## config.mk

```make
export PLATFORM = sky130hd
export DESIGN_NAME = dbc_slot_alu
export DESIGN_NICKNAME = d
export VERILOG_FILES = /design/src/hw/rtl/dbc_pkg.sv /design/src/hw/rtl/dbc_slot_alu.sv
export SDC_FILE = /design/constraint.sdc
export NUM_CORES = 1
export LEC_CHECK = 0
export BUFFER_PORTS_ARGS = -buffer_cell sky130_fd_sc_hd__buf_4
export CAP_MARGIN = 20
export CORE_ASPECT_RATIO = 1.2
export CORE_MARGIN = 1.5
export CORE_UTILIZATION = 35
export CTS_CLUSTER_SIZE = 24
export DETAILED_ROUTE_END_ITERATION = 8
export GPL_ROUTABILITY_DRIVEN = 0
export SYNTH_ARGS = -nofsm -noshare
export SYNTH_HDL_FRONTEND = slang
export SYNTH_SLANG_ARGS = --single-unit
```

## constraint.sdc

```tcl
create_clock -name clock -period 19.9 [get_ports clock]
set_input_delay 2.985 -clock clock [delete_from_list [all_inputs] [get_ports clock]]
set_output_delay 2.985 -clock clock [all_outputs]
set_load 0.1 [all_outputs]
```

## src/hw/rtl/dbc_pkg.sv

```systemverilog
// Shared types, codes and sizes for the deltoid bucket counter bank.
// Used by every module of the block; depends on nothing.
package dbc_pkg;

   localparam int DEF_BUCKETS   = 4096;
   localparam int DEF_ITEM_BITS = 32;
   localparam int CNT_W         = 64;
   localparam int THR_W         = 63;
   localparam int MODE_W        = 2;
   localparam int BUCKET_W      = 12;
   localparam int ITEM_W        = 32;
   localparam int CHANGE_W      = 32;

   localparam logic [THR_W-1:0] THR_RESET = THR_W'(1000);

   localparam logic [MODE_W-1:0] MODE_UPDATE = 2'd0;
   localparam logic [MODE_W-1:0] MODE_DECODE = 2'd1;
   localparam logic [MODE_W-1:0] MODE_CLEAR  = 2'd2;

   typedef enum logic [1:0] {
      ST_IDLE,
      ST_CLEAR,
      ST_RUN,
      ST_DONE
   } state_type;

   typedef struct packed {
      logic [MODE_W-1:0]          mode;
      logic [BUCKET_W-1:0]        bucket_index;
      logic [ITEM_W-1:0]          item;
      logic signed [CHANGE_W-1:0] change;
   } req_type;

   typedef struct packed {
      logic              found;
      logic [ITEM_W-1:0] found_item;
   } rsp_type;

   typedef struct packed {
      logic [THR_W-1:0] value;
      logic [THR_W-1:0] minus_one;
      logic             zero;
   } thr_type;

   typedef struct packed {
      logic capture_total;
      logic decode;
      logic add_delta;
   } alu_ctl_type;

   typedef struct packed {
      logic heavy_rd;
      logic heavy_sum;
   } alu_flags_type;

endpackage

```

## src/hw/rtl/dbc_slot_alu.sv

```systemverilog
// Shared 64-bit adder and heavy-counter compare used once per counter slot.
// Depends on dbc_pkg for control, flag and threshold types.
module dbc_slot_alu (
   input  logic                          clock,
   input  dbc_pkg::alu_ctl_type          ctl,
   input  dbc_pkg::thr_type              thr,
   input  logic [dbc_pkg::CNT_W-1:0]     rd_data,
   input  logic [dbc_pkg::CNT_W-1:0]     delta,
   output logic [dbc_pkg::CNT_W-1:0]     sum,
   output dbc_pkg::alu_flags_type        flags
);
   import dbc_pkg::*;

   logic [CNT_W-1:0] total_ff;
   logic [CNT_W-1:0] total_in;
   logic [CNT_W-1:0] op_a;
   logic [CNT_W-1:0] op_b;

   function automatic logic is_heavy(logic [CNT_W-1:0] x, thr_type t);
      logic [THR_W-1:0] inv;
      inv = ~x[THR_W-1:0];
      if (x[CNT_W-1]) begin
         return t.zero || (inv >= t.minus_one);
      end
      return x[THR_W-1:0] >= t.value;
   endfunction

   always_comb begin
      if (ctl.decode) begin
         op_a = total_ff;
         op_b = ~rd_data;
      end else begin
         op_a = rd_data;
         op_b = ctl.add_delta ? delta : '0;
      end
      sum = op_a + op_b + CNT_W'(ctl.decode);
      flags.heavy_rd  = is_heavy(rd_data, thr);
      flags.heavy_sum = is_heavy(sum, thr);
      total_in = ctl.capture_total ? rd_data : total_ff;
   end

   always_ff @(posedge clock) begin
      total_ff <= total_in;
   end

endmodule

```

==> results.rst <==
.. list-table::
   :header-rows: 1

   * - Metric
     - Value
   * - First-pass iteration count of the detailed router
     - 6
   * - Class of the worst hold path
     - input port to register
   * - Cell Pwr Density
     - 80.9 mW/mm^2
   * - Antenna violations before repair
     - 1
   * - Total routed wirelength
     - 51000 um
   * - Most common cell type on the critical path
     - sky130_fd_sc_hd__buf_4
   * - Psw
     - 0.000772 W
   * - Master of the slowest instance on the critical path
     - sky130_fd_sc_hd__buf_4
   * - Number of nets in the finished design
     - 2622
   * - Die Footprint
     - 0.0395 mm^2
   * - Result of the run
     - finished clean
   * - Top achievable clock speed
     - 75.0 MHz
   * - CTS resizes
     - 0
   * - Average via count per standard cell
     - 5.53
   * - Number of warnings issued by yosys
     - 0
   * - Internal power
     - 0.000568 W
   * - Number of hold-repair buffers added at the cts stage
     - 0
   * - Starting DRT DRC Count
     - 803
   * - IO Pins
     - 325
   * - Antenna-violating nets left
     - 0
   * - GRT Resource Usage Total
     - 25.5%
   * - Area contributors post-synth
     - sky130_fd_sc_hd__ha_1, sky130_fd_sc_hd__edfxtp_1, sky130_fd_sc_hd__a21o_1, sky130_fd_sc_hd__inv_1, sky130_fd_sc_hd__o21ai_0
   * - Worst EP required
     - 16910 ps
   * - Count of H-tree levels built during CTS
     - 3
   * - Crit share post-route
     - 67.0%
   * - Cell area after synthesis
     - 0.0134 mm^2
   * - Die Ht
     - 217 um
   * - Post-synthesis area per instance
     - 7.60 um^2
   * - Post-synthesis register bit count
     - 64
   * - Clock transition at path regs
     - 70 ps
   * - TritonCTS clock tree
     - yes
   * - Number of standard cells in the layout, taps in and fillers out
     - 2533
   * - Number of endpoints with negative hold slack in the final report
     - 0
   * - Largest reg by FF count
     - total_ff
   * - Share of the synthesized area in the top cell type
     - 29.3%
   * - DR DRC count
     - 0
   * - Fin util
     - 43.9%
   * - Setup slack after layout
     - 6570 ps
   * - Core Footprint
     - 0.0378 mm^2
   * - Max-slew headroom
     - 33.0%
   * - Pin count of the biggest net entering global routing
     - 72
   * - Number of buffers added by the clock tree synthesis step
     - 9
   * - Synth top cells by count
     - sky130_fd_sc_hd__ha_1, sky130_fd_sc_hd__inv_1, sky130_fd_sc_hd__nand2_1, sky130_fd_sc_hd__o21ai_0, sky130_fd_sc_hd__a21o_1
   * - # placed instances
     - 2516
   * - Setup-violating endpoint count in the final report
     - 0
   * - Count of unique library cells instantiated by Yosys
     - 76
   * - Number of placement rows
     - 78
   * - Worst Setup Path Type
     - input port to output pin
   * - Drt wl/cell
     - 20.1 um
   * - Gate count after technology mapping
     - 1766
   * - Biggest registers after layout
     - total_ff (64)
   * - Hpwl dp
     - 43800 um
   * - Power consumption
     - 0.00134 W
   * - Part of the power in combinational logic
     - 74.4%
   * - CP max FO
     - 71
   * - Max Root-Sink Buffers
     - 2
   * - Mapped Nets
     - 2341
   * - Max-slew violation count
     - 0
   * - Worst vdd rail ir drop
     - 0.0000527 V
   * - Minimum setup slack after placement
     - 6650 ps
   * - Signed area change from the synthesized netlist to the final layout
     - 23.5%
   * - Setup tns final
     - 0 ps
   * - Shortest clock period the worst path allows after layout
     - 13330 ps
   * - Transition time at the pin with the least slew margin
     - 1010 ps
   * - Total number of vias
     - 14.0k
   * - Sw Ratio
     - 57.6%
   * - Buffer count from post-CTS setup fixing
     - 0
   * - Most common cell in the synthesized netlist
     - sky130_fd_sc_hd__ha_1
   * - Clock sink count
     - 64
   * - Setup repair after global routing missed its margin
     - false
   * - P_leak
     - 8.94 nW
   * - Largest incremental delay on the critical path
     - 650 ps
   * - Vias in the first global route
     - 14.5k
   * - Port bufs
     - 324
   * - Post-synth top area cell
     - sky130_fd_sc_hd__ha_1
   * - Max FFs per register
     - 64
   * - Overall overflow remaining after global route
     - 0
   * - Fillers
     - 3853
   * - Layout cell share with drive strength beyond 1
     - 18.0%
   * - Max-cap viol count
     - 0
   * - Share of the yosys chip area belonging to registers
     - 14.3%
   * - Main synth FF type
     - sky130_fd_sc_hd__edfxtp_1
   * - First-pass GRT wire length
     - 77800 um
   * - Startpoint kind of the worst setup timing path
     - input port
   * - Data arrival time at the worst-slack endpoint
     - 10340 ps
   * - Number of enable-type register cells in the synthesized netlist
     - 64
   * - Die extent in x
     - 182 um
   * - Portion of total power attributed to sequential cells
     - 12.2%
   * - Async set-or-reset flop fraction in the synthesized netlist
     - 0%
   * - Clock power frac
     - 13.4%
   * - Root cell of the clock tree
     - sky130_fd_sc_hd__clkbuf_16
   * - CP endpoint kind
     - output pin
   * - Initial core utilization
     - 35.5%
[placed cells by master (no fill, tap or decap), types with 24 or more instances in the layout]
master and n:
sky130_fd_sc_hd__nor2_1 55, sky130_fd_sc_hd__o21ai_0 188, sky130_fd_sc_hd__xor2_1 24, sky130_fd_sc_hd__ha_1 314, sky130_fd_sc_hd__a21oi_1 132, sky130_fd_sc_hd__edfxtp_1 64
sky130_fd_sc_hd__buf_4 327, sky130_fd_sc_hd__a21o_1 139, sky130_fd_sc_hd__nand2_1 191, sky130_fd_sc_hd__xnor2_1 47, sky130_fd_sc_hd__nand4_1 70, sky130_fd_sc_hd__inv_1 256
[final timing paths]
path	startpoint	endpoint	slack, ps	depth (start not counted)
worst max-delay path	ctl[1]	flags[0]	6570	26
worst min-delay path	rd_data[59]	total_ff[59]$_DFFE_PP_	2830	1
[cell families (layout without fill, tap and decap cells)]
logic type               Yosys count  count (layout)  synth area share, %
multiplexers                       3               3                0.224
other                              0               1                    0
flip-flops                        64              64                 14.3
AND/OR/NAND/NOR                  424             424                 15.1
AO/OA/AOI/OAI                    573             573                 27.2
XOR/XNOR                          72              72                 4.76
buffers and inverters            314             600                 8.88
adder cells (fa/ha/maj)          316             316                 29.6
[power groups by stage]
stage,combinational (W),sequential [W],clock [W]
after floorplan,0.000722,0.000165,0
after global placement,0.000978,0.000166,0
after detailed placement,0.000989,0.000166,0
after CTS,0.000994,0.000163,0.000181
after global routing,0.00107,0.000164,0.000187
final,0.000997,0.000163,0.000180
[stage by stage]
stage	hold WS (ps)	instance area [um^2]
floorplan	3080	13400
global placement	3190	16300
detailed placement	3200	16300
CTS	2820	16600
global route	2820	16600
finish	2830	16600
[layout make-up]
cell class / instances / area (um^2) / area share, %
repair buffers: 327 / 2450 / 14.8
well taps: 480 / 601 / 3.62
clock inverters: 7 / 86.3 / 0.521
inverters: 257 / 965 / 5.82
multi-input cells: 1388 / 10300 / 62.2
diodes: 1 / 2.50 / 0.0151
clock buffers: 9 / 225 / 1.36
flip-flops and latches: 64 / 1920 / 11.6
[metal layers]
metal | share of wire, % | track usage, %
met5 | 0 | 0
met3 | 5.2 | 3.42
met4 | 5.6 | 14.5
met2 | 50 | 46.2
met1 | 40 | 28.6
[worst max-delay path: cells and delay by family]
kind            cells  cell delay [ps]
xor+xnor            1              160
simple gates        6             1140
mux                 1              250
fa+ha+maj           3             1270
compound gates     10             2140
buf+inv             5             2270
(Power assumes the default switching activity.)
