===== config.mk =====
export PLATFORM = sky130hd
export DESIGN_NAME = dbc_ctrl
export DESIGN_NICKNAME = d
export VERILOG_FILES = /design/src/hw/rtl/dbc_pkg.sv /design/src/hw/rtl/dbc_ctrl.sv
export SDC_FILE = /design/constraint.sdc
export NUM_CORES = 1
export LEC_CHECK = 0
export ABC_AREA = 0
export BUFFER_PORTS_ARGS = -buffer_cell sky130_fd_sc_hd__buf_2
export CORE_UTILIZATION = 39
export CTS_BUF_LIST = sky130_fd_sc_hd__clkbuf_8
export CTS_CLUSTER_DIAMETER = 150
export DETAILED_ROUTE_END_ITERATION = 12
export GPL_ROUTABILITY_DRIVEN = 0
export PLACE_DENSITY = 0.82
export SLEW_MARGIN = 5
export SYNTH_ARGS = -nofsm -noshare
export SYNTH_HDL_FRONTEND = slang
export SYNTH_SLANG_ARGS = --single-unit

===== constraint.sdc =====
create_clock -name clock -period 4.3 [get_ports clock]
set_input_delay 0.215 -clock clock [delete_from_list [all_inputs] [get_ports clock]]
set_output_delay 0.215 -clock clock [all_outputs]
set_load 0.05 [all_outputs]

===== src/hw/rtl/dbc_pkg.sv =====
// Shared types, codes and sizes for the deltoid bucket counter bank.
// Used by every module of the block; depends on nothing.
package dbc_pkg;

   localparam int DEF_BUCKETS   = 4096;
   localparam int DEF_ITEM_BITS = 32;
   localparam int CNT_W         = 64;
   localparam int THR_W         = 63;
   localparam int MODE_W        = 2;
   localparam int BUCKET_W      = 12;
   localparam int ITEM_W        = 32;
   localparam int CHANGE_W      = 32;

   localparam logic [THR_W-1:0] THR_RESET = THR_W'(1000);

   localparam logic [MODE_W-1:0] MODE_UPDATE = 2'd0;
   localparam logic [MODE_W-1:0] MODE_DECODE = 2'd1;
   localparam logic [MODE_W-1:0] MODE_CLEAR  = 2'd2;

   typedef enum logic [1:0] {
      ST_IDLE,
      ST_CLEAR,
      ST_RUN,
      ST_DONE
   } state_type;

   typedef struct packed {
      logic [MODE_W-1:0]          mode;
      logic [BUCKET_W-1:0]        bucket_index;
      logic [ITEM_W-1:0]          item;
      logic signed [CHANGE_W-1:0] change;
   } req_type;

   typedef struct packed {
      logic              found;
      logic [ITEM_W-1:0] found_item;
   } rsp_type;

   typedef struct packed {
      logic [THR_W-1:0] value;
      logic [THR_W-1:0] minus_one;
      logic             zero;
   } thr_type;

   typedef struct packed {
      logic capture_total;
      logic decode;
      logic add_delta;
   } alu_ctl_type;

   typedef struct packed {
      logic heavy_rd;
      logic heavy_sum;
   } alu_flags_type;

endpackage


===== src/hw/rtl/dbc_ctrl.sv =====
// Sequencer of the bucket bank: request intake, slot walk, clear sweep, decode flags.
// Depends on dbc_pkg; drives dbc_counter_ram and dbc_slot_alu.
module dbc_ctrl #(
   parameter int BUCKETS   = dbc_pkg::DEF_BUCKETS,
   parameter int ITEM_BITS = dbc_pkg::DEF_ITEM_BITS,
   parameter int ADDR_W    = ((BUCKETS * (ITEM_BITS + 1)) > 1) ?
                             $clog2(BUCKETS * (ITEM_BITS + 1)) : 1
) (
   input  logic                      clock,
   input  logic                      reset,
   input  logic                      req_valid,
   output logic                      req_stall,
   input  dbc_pkg::req_type          req_data,
   input  logic                      rsp_free,
   output logic                      res_load,
   output dbc_pkg::rsp_type          res_data,
   output logic                      wr_en,
   output logic [ADDR_W-1:0]         wr_addr,
   output logic [dbc_pkg::CNT_W-1:0] wr_data,
   output logic                      rd_en,
   output logic [ADDR_W-1:0]         rd_addr,
   output dbc_pkg::alu_ctl_type      alu_ctl,
   output logic [dbc_pkg::CNT_W-1:0] delta,
   input  logic [dbc_pkg::CNT_W-1:0] alu_sum,
   input  dbc_pkg::alu_flags_type    alu_flags
);
   import dbc_pkg::*;

   localparam int SLOTS   = ITEM_BITS + 1;
   localparam int ENTRIES = BUCKETS * SLOTS;
   localparam int CNT_SW  = $clog2(SLOTS + 1);

   state_type              state_ff, state_in;
   logic [CNT_SW-1:0]      cnt_ff, cnt_in;
   logic [ADDR_W-1:0]      addr_ff, addr_in;
   logic [ADDR_W-1:0]      wr_addr_ff;
   logic [ITEM_BITS-1:0]   item_ff, item_in;
   logic [ITEM_BITS-1:0]   res_ff, res_in;
   logic [MODE_W-1:0]      mode_ff, mode_in;
   logic [CNT_W-1:0]       delta_ff, delta_in;
   logic                   dec_ok_ff, dec_ok_in;
   logic                   clr_req_ff, clr_req_in;

   logic                   accept;
   logic                   in_range;
   logic                   exec;
   logic                   exec_first;
   logic                   one;

   assign accept     = req_valid && !req_stall;
   assign in_range   = 32'(req_data.bucket_index) < BUCKETS;
   assign exec       = (state_ff == ST_RUN) && (cnt_ff != '0);
   assign exec_first = cnt_ff == CNT_SW'(1);
   assign one        = alu_flags.heavy_rd;

   always_comb begin
      state_in = state_ff;
      case (state_ff)
         ST_IDLE: begin
            if (accept) begin
               if (req_data.mode == MODE_CLEAR) begin
                  state_in = ST_CLEAR;
               end else if ((req_data.mode == MODE_UPDATE || req_data.mode == MODE_DECODE)
                            && in_range) begin
                  state_in = ST_RUN;
               end else begin
                  state_in = ST_DONE;
               end
            end
         end
         ST_CLEAR: begin
            if (addr_ff == ADDR_W'(ENTRIES - 1)) begin
               state_in = clr_req_ff ? ST_DONE : ST_IDLE;
            end
         end
         ST_RUN: begin
            if (cnt_ff == CNT_SW'(SLOTS)) begin
               state_in = ST_DONE;
            end
         end
         ST_DONE: begin
            if (rsp_free) begin
               state_in = ST_IDLE;
            end
         end
         default: state_in = ST_IDLE;
      endcase
   end

   always_comb begin
      req_stall = state_ff != ST_IDLE;
      res_load  = (state_ff == ST_DONE) && rsp_free;
      rd_en     = (state_ff == ST_RUN) && (cnt_ff != CNT_SW'(SLOTS));
      rd_addr   = addr_ff;
      wr_en     = 1'b0;
      wr_addr   = wr_addr_ff;
      wr_data   = alu_sum;
      case (state_ff)
         ST_CLEAR: begin
            wr_en   = 1'b1;
            wr_addr = addr_ff;
            wr_data = '0;
         end
         ST_RUN: begin
            wr_en = exec && (mode_ff == MODE_UPDATE);
         end
         default: wr_en = 1'b0;
      endcase
      alu_ctl.capture_total = exec && exec_first;
      alu_ctl.decode        = mode_ff == MODE_DECODE;
      alu_ctl.add_delta     = exec_first || item_ff[0];
      delta                 = delta_ff;
      res_data.found        = dec_ok_ff && (res_ff != '0);
      res_data.found_item   = dec_ok_ff ? ITEM_W'(res_ff) : '0;
   end

   always_comb begin
      cnt_in     = cnt_ff;
      addr_in    = addr_ff;
      item_in    = item_ff;
      res_in     = res_ff;
      mode_in    = mode_ff;
      delta_in   = delta_ff;
      dec_ok_in  = dec_ok_ff;
      clr_req_in = clr_req_ff;
      case (state_ff)
         ST_IDLE: begin
            if (accept) begin
               cnt_in     = '0;
               addr_in    = (req_data.mode == MODE_CLEAR) ? '0 :
                            ADDR_W'(32'(req_data.bucket_index) * 32'(SLOTS));
               item_in    = req_data.item[ITEM_BITS-1:0];
               res_in     = '0;
               mode_in    = req_data.mode;
               delta_in   = {{(CNT_W-CHANGE_W){req_data.change[CHANGE_W-1]}},
                             req_data.change};
               dec_ok_in  = (req_data.mode == MODE_DECODE) && in_range;
               clr_req_in = req_data.mode == MODE_CLEAR;
            end
         end
         ST_CLEAR: begin
            addr_in = addr_ff + ADDR_W'(1);
         end
         ST_RUN: begin
            cnt_in  = cnt_ff + CNT_SW'(1);
            addr_in = addr_ff + ADDR_W'(1);
            if (exec) begin
               if (exec_first) begin
                  dec_ok_in = dec_ok_ff && one;
               end else begin
                  dec_ok_in = dec_ok_ff && (one ^ alu_flags.heavy_sum);
                  res_in    = (res_ff >> 1) | (ITEM_BITS'(one) << (ITEM_BITS - 1));
                  item_in   = item_ff >> 1;
               end
            end
         end
         default: clr_req_in = clr_req_ff;
      endcase
   end

   always_ff @(posedge clock) begin
      if (reset) begin
         state_ff   <= ST_CLEAR;
         cnt_ff     <= '0;
         addr_ff    <= '0;
         dec_ok_ff  <= 1'b0;
         clr_req_ff <= 1'b0;
      end else begin
         state_ff   <= state_in;
         cnt_ff     <= cnt_in;
         addr_ff    <= addr_in;
         dec_ok_ff  <= dec_ok_in;
         clr_req_ff <= clr_req_in;
      end
      wr_addr_ff <= addr_ff;
      item_ff    <= item_in;
      res_ff     <= res_in;
      mode_ff    <= mode_in;
      delta_ff   <= delta_in;
   end

   a_accept_leaves_idle: assert property (@(posedge clock) disable iff (reset)
      accept |=> state_ff != ST_IDLE)
      else $error("request accepted but sequencer stayed idle");

   a_write_only_busy: assert property (@(posedge clock) disable iff (reset)
      wr_en |-> (state_ff == ST_RUN || state_ff == ST_CLEAR))
      else $error("counter write outside slot walk or clear sweep");

   a_slot_bound: assert property (@(posedge clock) disable iff (reset)
      state_ff == ST_RUN |-> cnt_ff <= CNT_SW'(SLOTS))
      else $error("slot counter ran past the bucket");

   a_load_returns_idle: assert property (@(posedge clock) disable iff (reset)
      res_load |=> state_ff == ST_IDLE)
      else $error("result loaded but sequencer not idle");

endmodule


==> results of run 1 <==
what timing repair did:
action,CTS,global route
hold endpoints to repair,35,0
setup buffers,0,0
hold buffers,34,0
gates resized for setup,0,0
layout make-up:
| type | instances | area (um^2) |
|---|---|---|
| fillers | 1673 | 8780 |
| flip-flops and latches | 144 | 3860 |
| multi-input cells | 435 | 3200 |
| repair buffers | 390 | 2130 |
| well taps | 234 | 293 |
| clock buffers | 17 | 234 |
| clock inverters | 15 | 140 |
| inverters | 15 | 56.3 |
| diodes | 2 | 5.00 |
worst max-delay path: cells and delay by family (launching register included):
family,cells,cell delay [ps]
simple gates,2,980
fa+ha+maj,1,730
buf+inv,2,710
flops,1,440
compound gates,2,350
path summary, 6_finish.rpt:
kind | endpoint | slack [ps] | cells past startpoint
setup / recovery | rd_addr[11] | 1010 | 7
hold / removal | item_ff[13] | 40 | 2
setup reg to reg | rd_addr[11] | 1010 | 7
hold reg to reg | wr_addr_ff[17] | 390 | 0
through the flow:
step	power (mW)	instances	cell area [um^2]	setup slack, ps
final	6.01	1252	9920	1010
after global routing	6.26	1250	9920	762
after CTS	6.01	1250	9920	1110
after detailed placement	4.93	1184	9200	1100
after global placement	4.90	1184	9200	1210
after floorplan	4.21	658	7460	972
cell usage after synthesis (all sizes together), types with 4 or more instances:
library cell	n	share of area
nand4	13	0.014
o21ai	13	0.0087
nand2b	6	0.0050
nor2b	67	0.056
nand3	15	0.010
xnor2	4	0.0047
dfxtp	46	0.12
a221oi	4	0.0047
inv	14	0.0071
nand2	19	0.0096
a21oi	23	0.015
a31oi	6	0.0050
buf	38	0.036
nor3	9	0.0060
and3	7	0.0059
mux2i	5	0.0067
nor4	14	0.012
and2	66	0.055
a21o	4	0.0040
clkbuf	26	0.013
nor2	28	0.014
o21a	6	0.0060
mux2	51	0.077
edfxtp	98	0.39
a211oi	5	0.0050
xor2	4	0.0047
ha	29	0.049
per-layer routing:
metal  part of all wire  vias up  global-route usage
met5            0.00038        -                   0
met4              0.023        2              0.0862
met3              0.060       36              0.0479
met2               0.50      321               0.396
met1               0.41     3128               0.293
li1                   -     3043                   -
sequential cells by signal, indices dropped and copies added, names as in the netlist:
signal      cells
clr_req_ff      1
cnt_ff          6
dec_ok_ff       1
delta          32
item_ff        32
mode_ff         2
rd_addr        18
res_ff         32
state_ff        2
wr_addr_ff     18
power breakdown:
group	switching (mW)	internal, mW
logic	2.27	0.752
clock network	0.625	0.426
registers	0.192	1.74
kinds of logic after synthesis:
kind of cell | Yosys count | share of synthesized area
buffers and inverters | 79 | 0.0566
AO/OA/AOI/OAI | 88 | 0.0818
adder cells (fa/ha/maj) | 30 | 0.0514
multiplexers | 56 | 0.0838
AND/OR/NAND/NOR | 253 | 0.199
flip-flops | 144 | 0.518
XOR/XNOR | 8 | 0.00940
==> results.yml, run 1 <==
run_status:
  status: "completed"
clocking:
  cts_tree: "done"
  clk_latency_ps: 470
  htree_levels: 4
  cts-root-buf: "clkbuf_8"
  clkSinkCount: 144
  cts_buffers: 17
  cts_buffer_depth: 2
  clk_pin_slew_worst_paths_ps: 100
global_route:
  grt_usage: 0.233
  grt_pass1_vias: 6006
  grt_first_pass_wirelength_um: 34500
  grt_max_degree: 86
  grt.overflow.total: 0
  antenna_found_initial: 2
layout:
  area_growth_pct: 33.2
  layout-drive-gt1-share: 0.443
  final_common_cell: "buf_2"
  final_cell_mix: "buf_2 (351), edfxtp_1 (98), nor2b_1 (67), and2_1 (65), mux2_2 (51)"
  final_nets: 1181
  fin_util: 0.531
sta:
  slew_violations: 0
  worstMarginPinSlew_ps: 997
  period_needed_ps: 3290
  setup_tns_ps: 0
  max_freq_ghz: 0.304
  rsz0062_at_grt: "no"
  hold_viol: 0
  fin_crit_sh: 0.765
  setup_viol: 0
  hold_ws_ps: 42.4
  finClkSkew_ps: 11.9
  slew_headroom: 0.335
synth:
  synth_seq_cells: 144
  postSynthAreaPerCell_um2: 11.3
  synth_edf_count: 98
  synthDistinctLibCells: 59
  synth_fp_nets: 836
  synth_cells: 658
  synth.yosys.seq_area_share: 0.518
  synth_flop_cell: "edfxtp_1"
  ys_warn_count: 0
  asyncSetResetFlopFracSynth: 0
  syn_area_mm2: 0.00745
worst_setup_path:
  cp.arrival_ps: 3700
  slowest_delay_ps: 730
  start_kind: "flop"
  cpMaxStageDelayCell: "ha_1"
  critPathMaxFanout: 19
  crit_chain: "inv_1 > ha_1 > clkinv_1 > or3_1 > or3_2 > o22ai_1 > a32o_1"
  endpoint_kind: "flop"
  worstSetupPathType: "reg -> reg"
  crit_path_start: "state_ff[0]"
  cp.required_ps: 4710
  regToRegStartpoint: "state_ff[0]"
placed_design:
  dp_hpwl_um: 17500
  io_buffers: 351
die:
  die_w_um: 140
  ios: 352
  dieArea_mm2: 0.0197
  die_h_um: 140
  num_rows: 50
  core_mm2: 0.0187
  start_util: 0.398
routing:
  drc: 0
  vias: 6530
  antenna_left: 0
  firstDrtPassIters: 5
  wl_um: 23500
  via_per_inst: 5.22
  drt_iter0_markers: 580
  wl_per_cell_um: 18.7
pwr:
  power_density_mw_per_mm2: 605
  p_leak_nw: 4.43
  vdd_drop_max_uv: 519
job:
  cap_violations: 0
min_path:
  hp-class: "in -> reg"
  min_from: "req_data[45]"
(Power assumes the default switching activity.)
==> run 2: changes to the inputs <==
clock period = 3.01 ns   (was 4.3 ns; I/O delays follow)
==> run 2 against run 1 <==
Register-to-register slack got worse by 380 ps. Count of clock-buffer cells in the layout unchanged. Flip-flop and latch count unchanged. Largest cell class unchanged. Clock skew increased by 6.5 ps. Critical path depth increased by 3. Worst setup slack got worse by 620 ps. Cell count increased by 3.3%. Global-route usage increased by 0.82 points. Via count increased by 1.9%. Sequential share of layout area decreased by 1.6 points.
==> results.yml, run 2 (same netlist as run 1, synthesis figures left out) <==
worst_setup_path:
  r2r_end: "rd_addr[11]"
  crit_chain: "dlygate4sd3_1 > buf_2 > ha_1 > ha_1 > ha_1 > and3_1 > a22oi_1 > mux2_2 > o211a_1 > o32ai_1"
  ff2ff_path_depth: 7
  critPathMaxFanout: 5
  slowest_delay_ps: 550
  cp.required_ps: 3380
  cp.arrival_ps: 2990
  r2r_slack_ps: 630
  critPathMostFrequentCell: "ha_1"
  endpoint_kind: "flop"
  cpMaxStageDelayCell: "dlygate4sd3_1"
  worstSetupPathType: "in -> reg"
  regToRegStartpoint: "state_ff[0]"
  start_kind: "input port"
clocking:
  cts_resized: 0
  cts-root-buf: "clkbuf_8"
  cts_tree: "done"
  clk_pin_slew_worst_paths_ps: 90
  cts_buffers: 17
  cts_buffer_depth: 2
  clkSinkCount: 144
  htree_levels: 4
  clk_latency_ps: 470
pwr:
  swShare: 0.512
  power_density_mw_per_mm2: 844
  p_leak_nw: 4.62
  vdd_drop_max_uv: 816
  p_int_mw: 4.27
  power.net_switching_mw: 4.47
  p_clk_frac: 0.176
  comb_power_share: 0.508
  seqPwrFrac: 0.316
die:
  die_w_um: 140
  die_h_um: 140
  num_rows: 50
  ios: 352
  dieArea_mm2: 0.0197
  start_util: 0.398
  core_mm2: 0.0187
min_path:
  hp-class: "in -> reg"
  min_from: "req_data[67]"
  holdPathStages: 3
  hold_path_end: "rd_addr[3]"
global_route:
  grt.overflow.total: 0
  antenna_found_initial: 7
  grt_first_pass_wirelength_um: 35600
  grt_pass1_vias: 6249
  grt_usage: 0.242
  grt_max_degree: 86
placed_design:
  place_inst: 1189
  dp_hpwl_um: 18000
  io_buffers: 351
layout:
  fillCellCount: 1582
  final_cell_mix: "buf_2 (351), edfxtp_1 (98), dlygate4sd3_1 (68), nor2b_1 (67), and2_1 (65)"
  final_nets: 1220
  fin_cells: 1293
  final_common_cell: "buf_2"
  layout-drive-gt1-share: 0.431
  area_growth_pct: 38.8
routing:
  via_per_inst: 5.15
  drc: 0
  drt_iter0_markers: 561
  wl_per_cell_um: 18.9
  vias: 6653
  antenna_left: 0
  firstDrtPassIters: 5
  wl_um: 24400
sta:
  setup_viol: 0
  max_freq_ghz: 0.382
  fin_crit_sh: 0.870
  slew_violations: 0
  rsz0062_at_grt: "no"
  hold_viol: 0
  setup_tns_ps: 0
  worstMarginPinSlew_ps: 967
  finClkSkew_ps: 18.4
  slew_headroom: 0.355
  period_needed_ps: 2620
run_status:
  status: "completed"
job:
  cap_violations: 0
==> run 2: power groups by stage <==
stage / sequential, mW / clock (mW) / combinational (mW)
finish: 2.76 / 1.54 / 4.44
global route: 2.80 / 1.66 / 4.65
CTS: 2.75 / 1.57 / 4.43
detailed placement: 2.80 / 0 / 4.35
global placement: 2.78 / 0 / 4.32
floorplan: 3.03 / 0 / 2.97
==> run 2: final cells by class <==
cell class / instances / area (um^2) / area share
clock inverter: 15 / 173 / 0.0167
timing repair buffer: 429 / 2520 / 0.244
inverter: 15 / 56.3 / 0.00544
tap: 234 / 293 / 0.0283
antenna: 4 / 10.0 / 0.000967
clock buffer: 17 / 234 / 0.0226
multi-input combinational: 435 / 3190 / 0.309
sequential: 144 / 3860 / 0.373
==> run 2: worst max-delay path by stage <==
| stage | startpoint | endpoint | slack (ps) | cells past startpoint |
|---|---|---|---|---|
| after floorplan | state_ff[0] | item_ff[0] | 440 | 5 |
| after global placement | req_data[66] | rd_addr[17] | 510 | 10 |
| after detailed placement | req_data[66] | rd_addr[15] | 450 | 10 |
| after CTS | req_data[68] | rd_addr[14] | 420 | 10 |
| after global routing | req_data[68] | rd_addr[14] | 340 | 10 |
| final | req_data[68] | rd_addr[14] | 390 | 10 |
==> run 2: routing by layer <==
layer | routed length [um] | GRT usage | vias to the layer above
met5 | 13 | 0 | -
met4 | 1020 | 0.124 | 2
met3 | 1520 | 0.0496 | 56
met2 | 12500 | 0.420 | 301
met1 | 9400 | 0.282 | 3168
li1 | - | - | 3126
==> run 2: critical path: cells and delay by family <==
family / cells / cell delay (ps)
AO/OA/AOI/OAI: 3 / 590
adder cells (fa/ha/maj): 3 / 970
buffers and inverters: 2 / 690
multiplexers: 1 / 380
AND/OR/NAND/NOR: 1 / 210
==> run 2: timing repair <==
| action | in CTS | in global routing |
|---|---|---|
| hold buffers | 68 | 0 |
| buffers inserted | 0 | 0 |
| endpoints found under the hold margin | 69 | 0 |
==> run 2: metrics by stage <==
step                 util  setup slack, ps  area (um^2)  hold WS [ps]  total power, mW
finish              0.553              392        10300          55.2             8.74
global route        0.553              337        10300          36.7             9.10
CTS                 0.553              418        10300          26.2             8.75
detailed placement  0.495              454         9250           329             7.15
global placement    0.495              509         9250           328             7.10
floorplan               -              437         7460           249             6.01
==> run 3: changes to the inputs <==
RECOVER_POWER = 25   (was default)
==> run 3 against run 2 <==
Global-route usage unchanged. Worst hold slack improved by 2.4 ps. Cell area decreased by 0.59%. Combinational power about the same. Non-clock buffer count stayed put. Sequential power barely moved. Sequential share of layout area is 0.22 points higher. Maximum frequency shrank 0.57%. Clock skew down 3.2 ps. Critical endpoint unchanged.
==> results.yml, run 3 (same netlist as run 1, synthesis figures left out) <==
min_path:
  hp-class: "in -> reg"
sta:
  slew_headroom: 0.361
  setup_viol: 0
  fin_crit_sh: 0.875
  slew_violations: 0
  rsz0062_at_grt: "no"
  finClkSkew_ps: 15.2
  period_needed_ps: 2630
  worstMarginPinSlew_ps: 958
  max_freq_ghz: 0.380
  hold_viol: 0
  hold_ws_ps: 57.5
  setup_tns_ps: 0
pwr:
  vdd_drop_max_uv: 815
  power_density_mw_per_mm2: 847
  p_leak_nw: 4.47
  p_total_mw: 8.72
layout:
  fin_util: 0.550
  layout-drive-gt1-share: 0.386
  final_nets: 1220
  final_common_cell: "buf_2"
  seqCellArea_mm2: 0.00386
  multi_input_area_mm2: 0.00319
  area_growth_pct: 38.0
  final_cell_mix: "buf_2 (304), edfxtp_1 (98), dlygate4sd3_1 (68), nor2b_1 (67), and2_1 (63)"
  fillCellCount: 1614
global_route:
  grt_max_degree: 86
  antenna_found_initial: 7
  grt.overflow.total: 0
  grt_usage: 0.242
  grt_pass1_vias: 6249
  grt_first_pass_wirelength_um: 35600
clocking:
  cts-root-buf: "clkbuf_8"
  cts_buffers: 17
  clkSinkCount: 144
  hold_buffers: 68
  cts_resized: 0
  cts_buffer_depth: 2
  clk_pin_slew_worst_paths_ps: 90
  clk_latency_ps: 470
  cts_setup_buffers: 0
  htree_levels: 4
  cts_tree: "done"
routing:
  vias: 6686
  firstDrtPassIters: 5
  antenna_left: 0
  wl_per_cell_um: 19.0
  via_per_inst: 5.17
  drc: 0
  wl_um: 24500
  drt_iter0_markers: 578
die:
  start_util: 0.398
  ios: 352
  num_rows: 50
  dieArea_mm2: 0.0197
  core_mm2: 0.0187
  die_w_um: 140
  die_h_um: 140
job:
  cap_violations: 0
placed_design:
  dp_hpwl_um: 18000
  io_buffers: 351
worst_setup_path:
  start_kind: "input port"
  cp.arrival_ps: 3010
  worstSetupPathType: "in -> reg"
  critPathMaxFanout: 5
  cp.required_ps: 3380
  endpoint_kind: "flop"
run_status:
  status: "completed"
-- run 3: changes by cell type in the layout (fill, tap and decap cells not counted) --
cell	previous run	this run
and2_0	1	3
and2_1	65	63
buf_2	351	304
clkbuf_1	0	47
ha_1	27	28
ha_2	1	0
-- run 3: metrics by stage --
step	std cells	instance area, um^2	worst slack [ps]
4_1_cts	1289	10300	418
2_1_floorplan	658	7460	437
6_report	1293	10300	377
5_1_grt	1293	10300	337
3_5_place_dp	1189	9250	454
3_3_place_gp	1189	9250	509
-- run 3: layout make-up --
cell class	count	share of cell area
repair buffers	429	0.240
diodes	4	0.000973
clock inverters	15	0.0168
multi-input cells	435	0.310
inverters	15	0.00547
well taps	234	0.0285
clock buffers	17	0.0227
flip-flops and latches	144	0.376
-- run 3: metal layers --
metal,part of all wire,GRT usage
met1,0.39,0.282
met5,0.00053,0
met3,0.060,0.0496
met4,0.040,0.124
met2,0.51,0.420
-- run 3: worst max-delay path, stage by stage --
cell and delay (ps):
dlygate4sd3_1 550, buf_2 140, ha_1 290, ha_1 300
ha_1 380, and3_1 210, a22oi_1 280, mux2_2 380
o211a_1 210, o32ai_1 110
-- run 3: report_power, final --
group | internal, mW | switching [mW] | leakage, nW | total, mW
combinational | 1.13 | 3.30 | 2.99 | 4.42
sequential | 2.49 | 0.272 | 1.28 | 2.76
clock | 0.629 | 0.905 | 0.199 | 1.53
total | 4.24 | 4.47 | 4.47 | 8.72
-- run 3: path summary, 6_finish.rpt --
check / end / slack, ps / start / cells past startpoint
worst min register to register: wr_addr_ff[12] / 430 / rd_addr[12] / 0
worst max-delay path: rd_addr[14] / 380 / req_data[68] / 10
worst min-delay path: rd_addr[3] / 60 / req_data[67] / 3
worst max register to register: state_ff[1] / 630 / rd_addr[1] / 6
